===== src/hw/rtl/ptlvr_pkg.sv =====
// ----------------------------------------------------------------------------
// ptlvr_pkg
// Shared types and constants of the peer table with least-value replacement.
// ----------------------------------------------------------------------------
`default_nettype none

package ptlvr_pkg;

  localparam int CMD_W      = 2;
  localparam int ID_W       = 32;
  localparam int STATUS_W   = 2;
  localparam int MEMBERS_W  = 7;
  localparam int TICKS_W    = 32;
  localparam int CFG_ADDR_W = 2;
  localparam int CFG_DATA_W = 32;

  typedef enum logic [CMD_W-1:0] {
    CMD_INSERT = 2'd0,
    CMD_INC    = 2'd1,
    CMD_REMOVE = 2'd2,
    CMD_TICK   = 2'd3
  } cmd_t;

  typedef enum logic [STATUS_W-1:0] {
    ST_FAIL     = 2'd0,
    ST_INSERTED = 2'd1,
    ST_REPLACED = 2'd2,
    ST_ACK      = 2'd3
  } status_t;

  localparam logic [CFG_ADDR_W-1:0] REG_MAX_MEMBERS  = 2'd0;
  localparam logic [CFG_ADDR_W-1:0] REG_STASIS_TICKS = 2'd1;

  localparam logic [MEMBERS_W-1:0] MAX_MEMBERS_RST  = 7'd8;
  localparam logic [TICKS_W-1:0]   STASIS_TICKS_RST = 32'd60;

  // what the slot walk found
  typedef struct packed {
    logic hit;     // key present in a valid slot
    logic free;    // some slot is empty
    logic worst;   // some valid slot exists
  } scan_flags_t;

endpackage

`default_nettype wire


===== src/hw/rtl/ptlvr_channels.sv =====
// ----------------------------------------------------------------------------
// ptlvr_channels
// Valid/ready channel interfaces for commands, results and register writes.
// ----------------------------------------------------------------------------
`default_nettype none

interface ptlvr_in_if;
  logic                         valid;
  logic                         ready;
  logic [ptlvr_pkg::CMD_W-1:0]  cmd;
  logic [ptlvr_pkg::ID_W-1:0]   peer_id;

  modport source (output valid, output cmd, output peer_id, input ready);
  modport sink   (input valid, input cmd, input peer_id, output ready);
endinterface

interface ptlvr_out_if;
  logic                           valid;
  logic                           ready;
  logic [ptlvr_pkg::STATUS_W-1:0] status;
  logic [ptlvr_pkg::ID_W-1:0]     evicted_id;

  modport source (output valid, output status, output evicted_id, input ready);
  modport sink   (input valid, input status, input evicted_id, output ready);
endinterface

interface ptlvr_cfg_if;
  logic                             valid;
  logic                             ready;
  logic [ptlvr_pkg::CFG_ADDR_W-1:0] index;
  logic [ptlvr_pkg::CFG_DATA_W-1:0] data;

  modport source (output valid, output index, output data, input ready);
  modport sink   (input valid, input index, input data, output ready);
endinterface

`default_nettype wire


===== src/hw/rtl/ptlvr_scan.sv =====
// ----------------------------------------------------------------------------
// ptlvr_scan
// Accumulates key match, first free slot and lowest-scored slot while the
// slot memory is walked one entry per cycle.
// ----------------------------------------------------------------------------
`default_nettype none

module ptlvr_scan #(
  parameter int TABLE_DEPTH = 8,
  parameter int SCORE_BITS  = 16,
  localparam int IDX_W = (TABLE_DEPTH > 1) ? $clog2(TABLE_DEPTH) : 1
) (
  input  logic                          clk,
  input  logic                          rst_n,
  input  logic                          start,
  input  logic                          eval,
  input  logic [IDX_W-1:0]              eval_idx,
  input  logic                          slot_on,
  input  logic [ptlvr_pkg::ID_W-1:0]    slot_id,
  input  logic [SCORE_BITS-1:0]         slot_score,
  input  logic [ptlvr_pkg::ID_W-1:0]    key_id,
  output ptlvr_pkg::scan_flags_t        flags,
  output logic [IDX_W-1:0]              hit_idx,
  output logic [SCORE_BITS-1:0]         hit_score,
  output logic [IDX_W-1:0]              free_idx,
  output logic [IDX_W-1:0]              worst_idx,
  output logic [ptlvr_pkg::ID_W-1:0]    worst_id
);

  ptlvr_pkg::scan_flags_t        flags_r, flags_nxt;
  logic [IDX_W-1:0]              hit_idx_r, hit_idx_nxt;
  logic [SCORE_BITS-1:0]         hit_score_r, hit_score_nxt;
  logic [IDX_W-1:0]              free_idx_r, free_idx_nxt;
  logic [IDX_W-1:0]              worst_idx_r, worst_idx_nxt;
  logic [ptlvr_pkg::ID_W-1:0]    worst_id_r, worst_id_nxt;
  logic [SCORE_BITS-1:0]         worst_score_r, worst_score_nxt;
  logic                          take_worst;

  // lower score wins; equal score goes to the higher id
  assign take_worst = !flags_r.worst || (slot_score < worst_score_r) ||
                      ((slot_score == worst_score_r) && (slot_id > worst_id_r));

  always_comb begin
    flags_nxt       = flags_r;
    hit_idx_nxt     = hit_idx_r;
    hit_score_nxt   = hit_score_r;
    free_idx_nxt    = free_idx_r;
    worst_idx_nxt   = worst_idx_r;
    worst_id_nxt    = worst_id_r;
    worst_score_nxt = worst_score_r;
    if (start) begin
      flags_nxt = '0;
    end else if (eval) begin
      if (slot_on) begin
        if (slot_id == key_id) begin
          flags_nxt.hit = 1'b1;
          hit_idx_nxt   = eval_idx;
          hit_score_nxt = slot_score;
        end
        if (take_worst) begin
          flags_nxt.worst = 1'b1;
          worst_idx_nxt   = eval_idx;
          worst_id_nxt    = slot_id;
          worst_score_nxt = slot_score;
        end
      end else if (!flags_r.free) begin
        flags_nxt.free = 1'b1;
        free_idx_nxt   = eval_idx;
      end
    end
  end

  always_ff @(posedge clk) begin
    if (!rst_n) begin
      flags_r <= '0;
    end else begin
      flags_r <= flags_nxt;
    end
  end

  always_ff @(posedge clk) begin
    hit_idx_r     <= hit_idx_nxt;
    hit_score_r   <= hit_score_nxt;
    free_idx_r    <= free_idx_nxt;
    worst_idx_r   <= worst_idx_nxt;
    worst_id_r    <= worst_id_nxt;
    worst_score_r <= worst_score_nxt;
  end

  assign flags     = flags_r;
  assign hit_idx   = hit_idx_r;
  assign hit_score = hit_score_r;
  assign free_idx  = free_idx_r;
  assign worst_idx = worst_idx_r;
  assign worst_id  = worst_id_r;

endmodule

`default_nettype wire


===== src/hw/rtl/peer_table_least_value_replace.sv =====
// ----------------------------------------------------------------------------
// peer_table_least_value_replace
// Table of peer ids with usefulness scores and least-value replacement.
//
// Each command beat (insert, score increment, remove, tick) passes through
// the scan, drain and exec states and back to idle before the next beat
// can be accepted: the single read port of the slot memory is walked one
// entry per cycle in scan, drain evaluates the last read, exec applies the
// update and loads the result register, and idle takes the next beat. The
// exec state holds while the previous result beat is still waiting.
// One result beat per command; the result register lets the next command
// be taken while a result is still waiting. Slot valid bits and
// score-valid bits are flip-flops, so reset needs no clearing pass and
// clearing all scores on a replacement is immediate.
// Register writes are always ready and must only come while idle.
// ----------------------------------------------------------------------------
`default_nettype none

module peer_table_least_value_replace #(
  parameter int TABLE_DEPTH = 8,
  parameter int SCORE_BITS  = 16
) (
  input  logic              clk,
  input  logic              rst_n,
  ptlvr_in_if.sink          in_bus,
  ptlvr_out_if.source       out_bus,
  ptlvr_cfg_if.sink         cfg_bus
);

  localparam int IDX_W  = (TABLE_DEPTH > 1) ? $clog2(TABLE_DEPTH) : 1;
  localparam int CNT_W  = $clog2(TABLE_DEPTH + 1);
  localparam int WORD_W = ptlvr_pkg::ID_W + SCORE_BITS;
  localparam logic [IDX_W-1:0]      LAST_IDX  = IDX_W'(TABLE_DEPTH - 1);
  localparam logic [SCORE_BITS-1:0] SCORE_MAX = {SCORE_BITS{1'b1}};

  typedef enum logic [3:0] {
    S_IDLE  = 4'b0001,
    S_SCAN  = 4'b0010,
    S_DRAIN = 4'b0100,
    S_EXEC  = 4'b1000
  } state_t;

  state_t state_r, state_nxt;

  // configuration
  logic [ptlvr_pkg::MEMBERS_W-1:0] max_members_r;
  logic [ptlvr_pkg::TICKS_W-1:0]   stasis_ticks_r;

  // table state
  logic [TABLE_DEPTH-1:0]          slot_on_r, slot_on_nxt;
  logic [TABLE_DEPTH-1:0]          score_ok_r, score_ok_nxt;
  logic [CNT_W-1:0]                member_count_r, member_count_nxt;
  logic                            scoring_on_r, scoring_on_nxt;
  logic [ptlvr_pkg::TICKS_W-1:0]   wait_left_r, wait_left_nxt;

  logic [WORD_W-1:0]               mem [TABLE_DEPTH];
  logic [WORD_W-1:0]               rd_data_r;
  logic                            wr_en;
  logic [IDX_W-1:0]                wr_idx;
  logic [WORD_W-1:0]               wr_data;

  // current command
  ptlvr_pkg::cmd_t                 cmd_r;
  logic [ptlvr_pkg::ID_W-1:0]      key_r;

  logic [IDX_W-1:0]                rd_idx_r, rd_idx_nxt;
  logic                            eval_r;
  logic [IDX_W-1:0]                eval_idx_r;

  // result register
  logic                            out_valid_r, out_valid_nxt;
  ptlvr_pkg::status_t              status_r, status_nxt;
  logic [ptlvr_pkg::ID_W-1:0]      evicted_r, evicted_nxt;

  logic                            in_fire;
  logic                            out_free;
  logic [SCORE_BITS-1:0]           rd_score_eff;

  ptlvr_pkg::scan_flags_t          flags;
  logic [IDX_W-1:0]                hit_idx;
  logic [SCORE_BITS-1:0]           hit_score;
  logic [IDX_W-1:0]                free_idx;
  logic [IDX_W-1:0]                worst_idx;
  logic [ptlvr_pkg::ID_W-1:0]      worst_id;

  logic [CNT_W-1:0]                cap;
  logic [CNT_W-1:0]                count_inc;

  assign in_bus.ready  = (state_r == S_IDLE);
  assign cfg_bus.ready = 1'b1;
  assign in_fire       = in_bus.valid && in_bus.ready;
  assign out_free      = !out_valid_r || out_bus.ready;

  // capacity in use: zero acts as one, clipped to the table depth
  always_comb begin
    if (max_members_r == '0) begin
      cap = CNT_W'(1);
    end else if (max_members_r > ptlvr_pkg::MEMBERS_W'(TABLE_DEPTH)) begin
      cap = CNT_W'(TABLE_DEPTH);
    end else begin
      cap = max_members_r[CNT_W-1:0];
    end
  end

  assign count_inc = member_count_r + 1'b1;

  // score of a slot reads as zero after a table-wide clear
  assign rd_score_eff = score_ok_r[eval_idx_r] ? rd_data_r[SCORE_BITS-1:0] : '0;

  ptlvr_scan #(
    .TABLE_DEPTH (TABLE_DEPTH),
    .SCORE_BITS  (SCORE_BITS)
  ) u_scan (
    .clk        (clk),
    .rst_n      (rst_n),
    .start      (in_fire),
    .eval       (eval_r),
    .eval_idx   (eval_idx_r),
    .slot_on    (slot_on_r[eval_idx_r]),
    .slot_id    (rd_data_r[WORD_W-1:SCORE_BITS]),
    .slot_score (rd_score_eff),
    .key_id     (key_r),
    .flags      (flags),
    .hit_idx    (hit_idx),
    .hit_score  (hit_score),
    .free_idx   (free_idx),
    .worst_idx  (worst_idx),
    .worst_id   (worst_id)
  );

  always_comb begin
    state_nxt        = state_r;
    rd_idx_nxt       = rd_idx_r;
    slot_on_nxt      = slot_on_r;
    score_ok_nxt     = score_ok_r;
    member_count_nxt = member_count_r;
    scoring_on_nxt   = scoring_on_r;
    wait_left_nxt    = wait_left_r;
    out_valid_nxt    = out_valid_r && !out_bus.ready;
    status_nxt       = status_r;
    evicted_nxt      = evicted_r;
    wr_en            = 1'b0;
    wr_idx           = '0;
    wr_data          = {key_r, {SCORE_BITS{1'b0}}};

    case (state_r)
      S_IDLE: begin
        if (in_fire) begin
          rd_idx_nxt = '0;
          state_nxt  = S_SCAN;
        end
      end
      S_SCAN: begin
        if (rd_idx_r == LAST_IDX) begin
          state_nxt = S_DRAIN;
        end else begin
          rd_idx_nxt = rd_idx_r + 1'b1;
        end
      end
      S_DRAIN: begin
        state_nxt = S_EXEC;
      end
      S_EXEC: begin
        if (out_free) begin
          state_nxt     = S_IDLE;
          out_valid_nxt = 1'b1;
          status_nxt    = ptlvr_pkg::ST_ACK;
          evicted_nxt   = '0;
          case (cmd_r)
            ptlvr_pkg::CMD_INSERT: begin
              status_nxt = ptlvr_pkg::ST_FAIL;
              if (!flags.hit) begin
                if (member_count_r < cap) begin
                  if (flags.free) begin
                    wr_en                  = 1'b1;
                    wr_idx                 = free_idx;
                    slot_on_nxt[free_idx]  = 1'b1;
                    score_ok_nxt[free_idx] = 1'b1;
                    member_count_nxt       = count_inc;
                    if (count_inc >= cap) begin
                      scoring_on_nxt = 1'b1;
                      wait_left_nxt  = stasis_ticks_r;
                    end
                    status_nxt = ptlvr_pkg::ST_INSERTED;
                  end
                end else if (wait_left_r == '0 && flags.worst) begin
                  wr_en                   = 1'b1;
                  wr_idx                  = worst_idx;
                  score_ok_nxt            = '0;
                  score_ok_nxt[worst_idx] = 1'b1;
                  wait_left_nxt           = stasis_ticks_r;
                  status_nxt              = ptlvr_pkg::ST_REPLACED;
                  evicted_nxt             = worst_id;
                end
              end
            end
            ptlvr_pkg::CMD_INC: begin
              if (scoring_on_r && flags.hit && hit_score != SCORE_MAX) begin
                wr_en                 = 1'b1;
                wr_idx                = hit_idx;
                wr_data               = {key_r, hit_score + 1'b1};
                score_ok_nxt[hit_idx] = 1'b1;
              end
            end
            ptlvr_pkg::CMD_REMOVE: begin
              if (flags.hit) begin
                slot_on_nxt[hit_idx] = 1'b0;
                if (member_count_r != '0) begin
                  member_count_nxt = member_count_r - 1'b1;
                end
              end
            end
            ptlvr_pkg::CMD_TICK: begin
              if (wait_left_r != '0) begin
                wait_left_nxt = wait_left_r - 1'b1;
              end
            end
            default: begin
              status_nxt = ptlvr_pkg::ST_ACK;
            end
          endcase
        end
      end
      default: begin
        state_nxt = S_IDLE;
      end
    endcase
  end

  always_ff @(posedge clk) begin
    if (!rst_n) begin
      state_r        <= S_IDLE;
      slot_on_r      <= '0;
      score_ok_r     <= '0;
      member_count_r <= '0;
      scoring_on_r   <= 1'b0;
      wait_left_r    <= '0;
      out_valid_r    <= 1'b0;
      eval_r         <= 1'b0;
      max_members_r  <= ptlvr_pkg::MAX_MEMBERS_RST;
      stasis_ticks_r <= ptlvr_pkg::STASIS_TICKS_RST;
    end else begin
      state_r        <= state_nxt;
      slot_on_r      <= slot_on_nxt;
      score_ok_r     <= score_ok_nxt;
      member_count_r <= member_count_nxt;
      scoring_on_r   <= scoring_on_nxt;
      wait_left_r    <= wait_left_nxt;
      out_valid_r    <= out_valid_nxt;
      eval_r         <= (state_r == S_SCAN);
      if (cfg_bus.valid && cfg_bus.ready) begin
        if (cfg_bus.index == ptlvr_pkg::REG_MAX_MEMBERS) begin
          max_members_r <= cfg_bus.data[ptlvr_pkg::MEMBERS_W-1:0];
        end else if (cfg_bus.index == ptlvr_pkg::REG_STASIS_TICKS) begin
          stasis_ticks_r <= cfg_bus.data[ptlvr_pkg::TICKS_W-1:0];
        end
      end
    end
  end

  always_ff @(posedge clk) begin
    rd_idx_r   <= rd_idx_nxt;
    eval_idx_r <= rd_idx_r;
    status_r   <= status_nxt;
    evicted_r  <= evicted_nxt;
    if (in_fire) begin
      cmd_r <= ptlvr_pkg::cmd_t'(in_bus.cmd);
      key_r <= in_bus.peer_id;
    end
  end

  // slot memory: id in the upper bits, score below
  always_ff @(posedge clk) begin
    if (wr_en) begin
      mem[wr_idx] <= wr_data;
    end
    rd_data_r <= mem[rd_idx_r];
  end

  assign out_bus.valid      = out_valid_r;
  assign out_bus.status     = status_r;
  assign out_bus.evicted_id = evicted_r;

endmodule

`default_nettype wire


===== src/flat_wrapper.sv =====
// flat-port wrapper written by rule: the top's interface ports become plain ports
module peer_table_least_value_replace_flat 
#(
  parameter int TABLE_DEPTH = 8,
  parameter int SCORE_BITS  = 16
)
  (clk, rst_n, in_bus_valid, in_bus_cmd, in_bus_peer_id, in_bus_ready, out_bus_valid, out_bus_status, out_bus_evicted_id, out_bus_ready, cfg_bus_valid, cfg_bus_index, cfg_bus_data, cfg_bus_ready);
  ptlvr_in_if in_bus_i ();
  ptlvr_out_if out_bus_i ();
  ptlvr_cfg_if cfg_bus_i ();
  input  logic clk;
  input  logic rst_n;
  input wire logic [$bits(in_bus_i.valid)-1:0] in_bus_valid;
  input wire logic [$bits(in_bus_i.cmd)-1:0] in_bus_cmd;
  input wire logic [$bits(in_bus_i.peer_id)-1:0] in_bus_peer_id;
  output wire logic [$bits(in_bus_i.ready)-1:0] in_bus_ready;
  output wire logic [$bits(out_bus_i.valid)-1:0] out_bus_valid;
  output wire logic [$bits(out_bus_i.status)-1:0] out_bus_status;
  output wire logic [$bits(out_bus_i.evicted_id)-1:0] out_bus_evicted_id;
  input wire logic [$bits(out_bus_i.ready)-1:0] out_bus_ready;
  input wire logic [$bits(cfg_bus_i.valid)-1:0] cfg_bus_valid;
  input wire logic [$bits(cfg_bus_i.index)-1:0] cfg_bus_index;
  input wire logic [$bits(cfg_bus_i.data)-1:0] cfg_bus_data;
  output wire logic [$bits(cfg_bus_i.ready)-1:0] cfg_bus_ready;
  assign in_bus_i.valid = in_bus_valid;
  assign in_bus_i.cmd = in_bus_cmd;
  assign in_bus_i.peer_id = in_bus_peer_id;
  assign in_bus_ready = in_bus_i.ready;
  assign out_bus_valid = out_bus_i.valid;
  assign out_bus_status = out_bus_i.status;
  assign out_bus_evicted_id = out_bus_i.evicted_id;
  assign out_bus_i.ready = out_bus_ready;
  assign cfg_bus_i.valid = cfg_bus_valid;
  assign cfg_bus_i.index = cfg_bus_index;
  assign cfg_bus_i.data = cfg_bus_data;
  assign cfg_bus_ready = cfg_bus_i.ready;
  peer_table_least_value_replace #(.TABLE_DEPTH(TABLE_DEPTH), .SCORE_BITS(SCORE_BITS)) u_core (.clk(clk), .rst_n(rst_n), .in_bus(in_bus_i), .out_bus(out_bus_i), .cfg_bus(cfg_bus_i));
endmodule

===== config.mk =====
export PLATFORM = sky130hd
export DESIGN_NAME = peer_table_least_value_replace_flat
export DESIGN_NICKNAME = d
export VERILOG_FILES = /design/src/hw/rtl/ptlvr_pkg.sv /design/src/hw/rtl/ptlvr_channels.sv /design/src/hw/rtl/ptlvr_scan.sv /design/src/hw/rtl/peer_table_least_value_replace.sv /design/src/flat_wrapper.sv
export SDC_FILE = /design/constraint.sdc
export NUM_CORES = 1
export LEC_CHECK = 0
export ABC_AREA = 1
export ABC_CLOCK_PERIOD_IN_PS = 6800
export BUFFER_PORTS_ARGS = -buffer_cell sky130_fd_sc_hd__buf_2
export CAP_MARGIN = 20
export CORE_UTILIZATION = 60
export CTS_CLUSTER_DIAMETER = 60
export DETAILED_ROUTE_END_ITERATION = 6
export PLACE_DENSITY = 0.82
export SYNTH_ARGS = -nofsm -noshare
export SYNTH_HDL_FRONTEND = slang
export SYNTH_HIERARCHICAL = 1
export SYNTH_SLANG_ARGS = --single-unit

===== constraint.sdc =====
create_clock -name clk -period 6.8 [get_ports clk]
set_clock_uncertainty 0.05 [all_clocks]
set_input_delay 0.68 -clock clk [delete_from_list [all_inputs] [get_ports clk]]
set_output_delay 0.68 -clock clk [all_outputs]
set_load 0.005 [all_outputs]

Yosys cells after proc, flatten, opt, wreduce, memory -nomap -nowiden
Memories as Yosys holds them, arrays and structs flattened. A register that Yosys moved wholly into a read port is not among the register bits.
Index checks and enable logic that the tools add are counted.
{ "word_totals": {"register_bits": 248, "ram_bits": 384, "word_cells": 197, "mem_count": 1} }
{ "op_classes": {"n_addsub": 5, "order_cmp": 12, "n_eq_ne": 26, "mux": 72, "n_bitwise": 13, "reduce_logical": 43} }
{ "mem_list": {"columns": ["memory", "depth", "width", "read_ports", "rd_clocked_by_memory_dff", "wr", "line", "text"], "rows": [
  ["u_core.mem", 8, 48, 1, 1, 1, "peer_table_least_value_replace.sv:56", "logic [WORD_W-1:0] mem [TABLE_DEPTH];"]
]} }
{ "ops": {"columns": ["op", "n"], "rows": [
  ["$mux W32", 6],
  ["$mux W16", 5],
  ["$mux W8", 9],
  ["$pmux W32 S2", 1],
  ["$mux W4", 10],
  ["$eq A32 B32 Y1", 1],
  ["$gt A32 B32 Y1", 1],
  ["$logic_not A32 Y1", 1],
  ["$pmux W8 S2", 2],
  ["$reduce_bool A32 Y1", 1],
  ["$sub A32 B1 Y32 const B", 1],
  ["$mux W3", 9],
  ["$or A8 B8 Y8", 3],
  ["$reduce_and A7 Y1", 3],
  ["$mux W1", 17],
  ["$add A16 B1 Y16 const B", 1],
  ["$eq A16 B16 Y1", 1],
  ["$lt A16 B16 Y1", 1],
  ["$lt A3 B4 Y1 const B", 4],
  ["$ne A16 B16 Y1 const B", 1],
  ["$pmux W4 S4", 1],
  ["$reduce_and A8 Y1", 2],
  ["$reduce_and A3 Y1", 5],
  ["$ne A2 B1 Y1 const B", 6],
  ["other kinds (37)", 79]
]} }

Longest topological paths before layout
Gate-level depths: netlist (run 1).
{ "depth": {"word_depth": 11, "mapped_depth": 17, "ltp_nobuf": 15} }

By module
The synthesis (run 1) kept the hierarchy.
{ "by_module_without_submodules": {"columns": ["mod", "instances", "cells_each", "area_per_inst_um2", "seq_area_each_um2"], "rows": [
  ["peer_table_least_value_replace", 1, 2369, 24659.9, 16646.0],
  ["ptlvr_scan", 1, 440, 4317.9, 2252.2]
]} }

Worst setup path before layout (run 1)
No wires, ideal clock.
{ "synth_path": {"path_type": "register -> register", "start": "register u_core/max_members_r[3] in the netlist's numbering", "end": "memory u_core/mem[6][0] in the netlist's numbering (enable)", "setup_ns": 0.454, "arrival_time_ns": 4.317, "setup_slack_ns": 1.979, "stages_incl_launch_ff": 15, "synth_period_minus_slack_ns": 4.821, "path_cell_list": "dfxtp_1 -> nor4_1 -> nand2_1 -> ha_1 -> inv_1 -> o21bai_1 -> nand3_1 -> nand2_2 -> inv_1 -> buf_2 -> o21ai_0 -> nand3_1 -> nand2_1 -> nand3_1 -> nor2_1"} }
{ "synth_via": {"elab_chain_cells": 11, "word_cells_on_any_way": 17, "cone_classes": "order compare: 2; mux: 14; reduce/logical: 1"} }
{ "synth_lines": {"columns": ["element", "line", "text"], "rows": [
  ["start: declaration", "peer_table_least_value_replace.sv:46", "logic [ptlvr_pkg::MEMBERS_W-1:0] max_members_r;"],
  ["start signal: assignment", "peer_table_least_value_replace.sv:240", "max_members_r <= ptlvr_pkg::MAX_MEMBERS_RST;"],
  ["start signal: assignment", "peer_table_least_value_replace.sv:253", "max_members_r <= cfg_bus.data[ptlvr_pkg::MEMBERS_W-1:0];"],
  ["$gt A7 B4 Y1", "peer_table_least_value_replace.sv:98", "end else if (max_members_r > ptlvr_pkg::MEMBERS_W'(TABLE_DEPTH)) begin"],
  ["$mux W4", "peer_table_least_value_replace.sv:98", null],
  ["$mux W4 (*)", "peer_table_least_value_replace.sv:96", "if (max_members_r == '0) begin"],
  ["$lt A4 B4 Y1 (*)", "peer_table_least_value_replace.sv:173", "if (member_count_r < cap) begin"],
  ["$mux W1", "peer_table_least_value_replace.sv:173", null],
  ["$mux W1", "peer_table_least_value_replace.sv:172", "if (!flags.hit) begin"],
  ["$pmux W1 S2", "peer_table_least_value_replace.sv:169", "case (cmd_r)"],
  ["$mux W1", "peer_table_least_value_replace.sv:164", "if (out_free) begin"],
  ["$mux W1", "peer_table_least_value_replace.sv:146", "case (state_r)"],
  ["$mux W1", "peer_table_least_value_replace.sv:274", "if (wr_en) begin"],
  ["$mux W1 (implied by the code)", "peer_table_least_value_replace.sv:275", "mem[wr_idx] <= wr_data;"],
  ["end: declaration", "peer_table_least_value_replace.sv:56", null]
]} }
Every way passes the cells marked *; elsewhere a longest branch is shown, timed or not.

Worst setup path in the final report (run 1)
{ "layout_path": {"start": "register u_core/max_members_r[3] in the netlist's numbering", "end": "memory u_core/mem[4][6] in the netlist's numbering (enable)"} }
The elaborated chain is that of the path after synthesis.

==> results.tsv, run 1 <==
stage	metric	value	unit
status	status	finished clean	
placed_design	hpwl dp	44.9	mm
detailed_routing	routed len/inst	20.0	um
global_routing	grt total ovfl	0	
critical_path	CP bufs+invs	3	
global_routing	GRT Total Usage	28.9	%
final_layout	layout cells sized above 1	11.1	%
clock_network	TritonCTS clock tree	done	
sta	final worst-path cycle share	78.6	%
critical_path	worst-path maximum fanout	33	
die	Die ar.	49200	um^2
clock_network	post_cts resized	0	
sta	Worst Max-Slew Pin Slew	1.15	ns
critical_path	CP cell instances	nor4_1, nand2_1, ha_1, inv_1, o21bai_1, nand3_1, nand2_2, nand4_4, nand3_4, nand2_4, clkinv_2, nand3_2, nor2_4, buf_4	
detailed_routing	1st-iter DRT viols	2458	
critical_path	CP peak stage delay	0.88	ns
sta	final hold violation count	0	
power_and_ir_drop	Max VDD drop	0.219	mV
detailed_routing	DRC Markers	0	
sta	final slew viol count	0	
detailed_routing	post-DR vias/cell	5.89	
critical_path	CP top delay family	simple AND/OR/NAND/NOR gates	
critical_path	Slowest cell on crit path	nor2_4	
critical_path	Setup crit end kind	flip-flop	
synthesis	Seq/Total Area, Yosys	65.2	%
die	core area	47600	um^2
job	MaxCap Viol Count	0	
clock_network	clk_lat worst skew	0.62	ns
clock_network	postcts setup bufs	0	
die	FP Rows	80	
detailed_routing	DRT Wirelength	71.6	mm
critical_path	Worst EP required	7.02	ns
final_layout	antenna cells	0	
synthesis	Mapped Cells	2809	
die	Ports	110	
final_layout	Synth-to-Final Area Change	12.4	%
final_layout	# fillers	3329	
synthesis	Yosys Warn Count	6	
placed_design	Port Buffer Count	108	
synthesis	prevailing post-synth register cell	edfxtp_1	
die	Chip Width	222	um
power_and_ir_drop	Power Density	285	nW/um^2
global_routing	vias in the first global route	20500	
sta	crit path time final	5.35	ns
synthesis	post-synth cell types	54	
critical_path	Worst setup SP type	flip-flop	
die	effective utilization at floorplan	60.8	%
clock_network	CTS sink count	680	
final_layout	fin nets	3046	
detailed_routing	ANT nets after route	0	
clock_network	TritonCTS Buffers	71	
clock_network	H-tree Lvls	3	
sta	Setup violations, final	0	
clock_network	clock slew at reported path FFs	0.06	ns
synthesis	Post-synth EDFFs	528	
placed_design	GPL Wtd Cong	0.899	
clock_network	Hold Buf Count CTS	0	
detailed_routing	routed via count	21100	
sta	max frequency	0.187	GHz
synthesis	FF+latch count, synth	680	
detailed_routing	drt pass-1 iters	7	
synthesis	Avg Synthesized Cell Area	10.3	um^2
clock_network	clk buf depth	3	
synthesis	Synthesized Nets	2946	
worst_hold_path	HP Class	in -> reg	
power_and_ir_drop	Leak Pwr	12.6	nW
sta	setup TNS	0	ns
global_routing	largest net degree at the start of global routing	197	
clock_network	Root Buffer	clkbuf_16	
sta	worst hold slack	0.178	ns
critical_path	critical path class	reg -> reg	
die	DIE HEIGHT	222	um
synthesis	Post-synth ARST share	0	%
global_routing	initial antenna violation count	1	
sta	RSZ-0062 raised after global routing	no	
sta	Slew headroom	23.4	%
global_routing	first-pass GRT wire length	110	mm
critical_path	WP data arrival	5.57	ns
synthesis	Mapped Area	29000	um^2
metal layers:
metal | GRT usage [%] | share of wire, % | vias up
met1 | 37.1 | 38 | 9973
met3 | 5.08 | 9.1 | 201
met4 | 12.3 | 3.8 | 2
li1 | - | - | 9778
met5 | 0 | 0.015 | -
met2 | 48.6 | 49 | 1124
layout make-up:
class | count | area [um^2] | share of cell area (%)
clock inverters | 26 | 279 | 0.857
clock buffers | 103 | 2070 | 6.37
multi-input cells | 1764 | 8750 | 26.9
flip-flops and latches | 680 | 18900 | 58.0
well taps | 615 | 769 | 2.36
inverters | 253 | 953 | 2.93
repair buffers | 139 | 846 | 2.60
through the flow:
stage               power, mW  setup WS [ns]  std cells  cell area, um^2  util [%]
floorplan                5.21           1.98       2809            29000         -
global placement         5.44           1.71       3444            30100      63.2
detailed placement       5.47           1.54       3444            30100      63.2
CTS                      9.30           1.44       3573            32500      68.1
global route             9.55           1.17       3580            32600      68.4
finish                   9.28           1.45       3580            32600      68.4
state kept, by name, indices dropped and copies added (netlist names), 2 cells and up:
signal                       cells
u_core/rd_idx_r                  3
u_core/u_scan/flags              3
u_core/mem                     384
u_core/u_scan/free_idx           3
u_core/slot_on_r                 8
u_core/out_bus.evicted_id       32
u_core/state_r                   4
u_core/key_r                    32
u_core/eval_idx_r                3
u_core/stasis_ticks_r           32
u_core/wait_left_r              32
u_core/u_scan/worst_idx          3
u_core/cmd_r                     2
u_core/u_scan/worst_score_r     16
u_core/out_bus.status            2
u_core/u_scan/hit_idx            3
u_core/u_scan/hit_score         16
u_core/u_scan/worst_id          32
u_core/max_members_r             7
u_core/score_ok_r                8
u_core/rd_data_r                48
u_core/member_count_r            4
cell families after synthesis:
kind of cell | count (synthesis) | synth area share (%)
compound gates | 483 | 9.00
xor+xnor | 33 | 0.997
flops | 680 | 65.2
simple gates | 1182 | 17.1
other cells | 1 | 0.0129
buf+inv | 365 | 4.84
mux | 1 | 0.0389
fa+ha+maj | 64 | 2.76
placed cells by master, fill, tap and decap left out, types with 23 or more instances in the layout:
master / count
inv_1: 247
nor3_1: 28
nand3_1: 98
nor2_1: 623
clkbuf_16: 73
buf_4: 23
buf_2: 110
ha_1: 64
nand4_1: 26
nand2_1: 325
o21ai_0: 295
edfxtp_1: 528
dfxtp_1: 152
a21oi_1: 58
o22ai_1: 49
a31oi_1: 59
cells in the mapped netlist (18+ instances only):
library cell / instances / share of area [%]
a21oi_1: 58 / 1.0
a31oi_1: 59 / 1.3
clkbuf_1: 94 / 1.2
dfxtp_1: 152 / 11
edfxtp_1: 528 / 55
ha_1: 64 / 2.8
inv_1: 249 / 3.2
nand2_1: 325 / 4.2
nand3_1: 98 / 1.7
nand4_1: 26 / 0.56
nor2_1: 632 / 8.2
nor2_2: 18 / 0.39
nor3_1: 28 / 0.48
o21ai_0: 295 / 5.1
o22ai_1: 49 / 1.1
or2_2: 18 / 0.39
xor2_1: 19 / 0.57
power breakdown:
part / switching [mW] / internal, mW
logic: 0.487 / 0.230
clock network: 1.61 / 2.26
registers: 0.127 / 4.57
final timing paths:
path / slack [ns] / endpoint / start / depth (start not counted)
max: 1.45 / u_core/mem[4][6] / u_core/max_members_r[3] / 14
max reg2reg: 1.45 / u_core/mem[4][6] / u_core/max_members_r[3] / 14
min reg2reg: 0.40 / u_core/stasis_ticks_r[15] / u_core/stasis_ticks_r[15] / 2
min: 0.18 / u_core/key_r[18] / in_bus_peer_id[18] / 1
Note: power is estimated with default switching activity, not from simulation.
==> run 2, diff against run 1 <==
- ABC_AREA: 1 -> 0
- ABC_CLOCK_PERIOD_IN_PS: 6800 -> 5400
- clock period: 6.8 -> 5.4 ns (I/O delays scaled with it)
==> results.tsv, run 2 <==
stage	metric	value	unit
detailed_routing	routed via count	16300	
final_layout	commonest non-fill, non-tap cells in the layout	edfxtp_1, dfxtp_1, nand2_1	
final_layout	antenna cells	0	
power_and_ir_drop	Max VDD drop	0.375	mV
global_routing	initial antenna violation count	0	
power_and_ir_drop	Power Total	10.9	mW
final_layout	area of the multi-input gates	8140	um^2
detailed_routing	routed len/inst	24.2	um
power_and_ir_drop	Power Density	351	nW/um^2
final_layout	fin nets	2068	
final_layout	# fillers	2848	
detailed_routing	post-DR vias/cell	6.32	
final_layout	max reg flops	384	
final_layout	Synth-to-Final Area Change	13.1	%
die	core area	45400	um^2
clock_network	post_cts resized	0	
final_layout	layout cells sized above 1	21.7	%
detailed_routing	ANT nets after route	0	
critical_path	critical path class	reg -> reg	
final_layout	Top Registers	u_core/mem (384), u_core/rd_data_r (48)	
global_routing	GRT Total Usage	27.4	%
sta	max frequency	0.221	GHz
clock_network	CTS sink count	680	
sta	Slew headroom	30.5	%
synthesis	Synthesized Nets	1945	
global_routing	largest net degree at the start of global routing	74	
critical_path	Worst setup SP type	flip-flop	
clock_network	postcts setup bufs	0	
synthesis	Post-synth ARST share	0	%
sta	fin worst setup slack	0.883	ns
critical_path	Worst EP required	5.61	ns
die	effective utilization at floorplan	60.7	%
die	Chip Width	216	um
sta	RSZ-0062 raised after global routing	no	
synthesis	Avg Synthesized Cell Area	15.2	um^2
synthesis	Mapped Area	27600	um^2
placed_design	Port Buffer Count	108	
placed_design	GPL Wtd Cong	0.875	
synthesis	Post-synth EDFFs	528	
sta	final hold violation count	0	
synthesis	Post-Synth XOR/XNOR Area	1.59	%
detailed_routing	DRC Markers	0	
synthesis	main combinational cell family by area after synthesis	multiplexers	
die	Ports	110	
critical_path	Reg2Reg Depth	12	
job	MaxCap Viol Count	0	
detailed_routing	DRT Wirelength	62.6	mm
clock_network	clk buf depth	3	
final_layout	Seq. cell area	18900	um^2
synthesis	most numerous cell in the Yosys netlist	edfxtp_1	
clock_network	H-tree Lvls	3	
sta	Worst Max-Slew Pin Slew	1.04	ns
synthesis	Mapped Cells	1808	
die	DIE HEIGHT	216	um
die	Die ar.	46800	um^2
global_routing	vias in the first global route	16800	
global_routing	grt total ovfl	0	
sta	final worst-path cycle share	83.7	%
synthesis	compound-cell area share of the yosys netlist	6.03	%
clock_network	clock slew at reported path FFs	0.06	ns
sta	crit path time final	4.52	ns
final_layout	Top reg by flops	u_core/mem	
synthesis	top post-synthesis cells by count	edfxtp_1, dfxtp_1, nand2_1	
sta	Setup violations, final	0	
synthesis	Seq/Total Area, Yosys	68.6	%
worst_hold_path	HP Class	in -> reg	
clock_network	Root Buffer	clkbuf_16	
critical_path	worst-path maximum fanout	48	
critical_path	Setup crit end kind	flip-flop	
synthesis	cell taking the most area after synthesis	edfxtp_1	
synthesis	prevailing post-synth register cell	edfxtp_1	
die	FP Rows	78	
clock_network	clk_lat worst skew	0.62	ns
synthesis	Area contributors post-synth	edfxtp_1, dfxtp_1, mux4_2, ha_1, mux2_2	
synthesis	Post-Synth Adder-Cell Area	2.91	%
clock_network	TritonCTS clock tree	done	
power_and_ir_drop	Leak Pwr	11.3	nW
global_routing	first-pass GRT wire length	96.4	mm
clock_network	Hold Buf Count CTS	0	
placed_design	hpwl dp	36.6	mm
synthesis	post-synthesis mux area share	10.5	%
worst_hold_path	Worst Hold Path Cells	1	
detailed_routing	1st-iter DRT viols	1645	
sta	final slew viol count	0	
synthesis	simple logic cell fraction of the synthesized area	8.22	%
placed_design	Place WS	0.969	ns
status	status	finished clean	
synthesis	top-area cell type share of the netlist area	57.5	%
synthesis	Yosys Warn Count	6	
detailed_routing	drt pass-1 iters	6	
synthesis	FF+latch count, synth	680	
critical_path	WP data arrival	4.72	ns
final_layout	most common cell after layout, fill and taps aside	edfxtp_1	
clock_network	TritonCTS Buffers	69	
synthesis	post-synth cell types	73	
==> run 2: cell types whose count changed in the layout (fill, tap and decap cells not counted), sizes merged, moves of 24 or more <==
cell,previous run,this run
nor2,657,103
o22ai,49,3
mux2,1,49
nand2,330,125
xnor2,14,38
o21ai,300,44
a31oi,59,12
and2,0,38
nand3,105,25
mux4,0,100
a21oi,60,102
inv,256,74
==> run 2: report_power, final <==
| group | leakage (nW) | switching [mW] | internal (mW) |
|---|---|---|---|
| clock | 1.09 | 1.99 | 2.72 |
| combinational | 3.75 | 0.253 | 0.205 |
| sequential | 6.47 | 0.102 | 5.68 |
| total | 11.3 | 2.34 | 8.61 |
==> run 2: layout make-up <==
cell class | count | area share (%)
clock inverters | 31 | 1.00
well taps | 600 | 2.41
repair buffers | 135 | 2.84
inverters | 70 | 0.843
multi-input cells | 975 | 26.1
clock buffers | 94 | 6.17
flip-flops and latches | 680 | 60.6
==> run 2: stage by stage <==
stage                     utilization [%]  hold slack (ns)  instance area (um^2)  std cells  setup TNS, ns
after floorplan                         -            0.322                 27600       1808        -158.20
after CTS                            68.6           0.0259                 31100       2583              0
after global routing                 68.7           0.0387                 31200       2585              0
after detailed placement             63.7            0.401                 28900       2458              0
after global placement               63.7            0.398                 28900       2458              0
final                                68.7           0.0568                 31200       2585              0
==> run 2: metal layers <==
metal	wire length, um	share of wire, %	vias up	track usage [%]
met5	0	0	-	0
met4	2150	3.4	0	11.6
met3	4650	7.4	138	4.14
met2	31600	50	793	46.6
met1	24200	39	8231	35.4
li1	-	-	7166	-
==> run 2: cell families after synthesis <==
family                   Yosys count
other                              1
XOR/XNOR                          50
flip-flops                       680
adder cells (fa/ha/maj)           64
AND/OR/NAND/NOR                  443
AO/OA/AOI/OAI                    259
buffers and inverters            153
multiplexers                     158
==> run 2: path summary, 6_finish.rpt <==
path	to	from	slack (ns)
setup / recovery	u_core/mem[4][37]	u_core/max_members_r[3]	0.88
hold reg to reg	u_core/stasis_ticks_r[12]	u_core/stasis_ticks_r[12]	0.41
hold / removal	u_core/key_r[15]	in_bus_peer_id[15]	0.06
setup reg to reg	u_core/mem[4][37]	u_core/max_members_r[3]	0.88
==> run 2: worst max-delay path: stages (launching register included) <==
cell,delay [ns]
dfxtp_1,0.31
nor4_1,0.75
nand2_1,0.19
ha_1,0.32
o21ai_0,0.08
a21oi_1,0.40
nor2_1,0.14
nor4_2,0.57
buf_4,0.45
a21o_1,0.24
nand2_1,0.15
nor2_4,0.18
buf_12,0.32
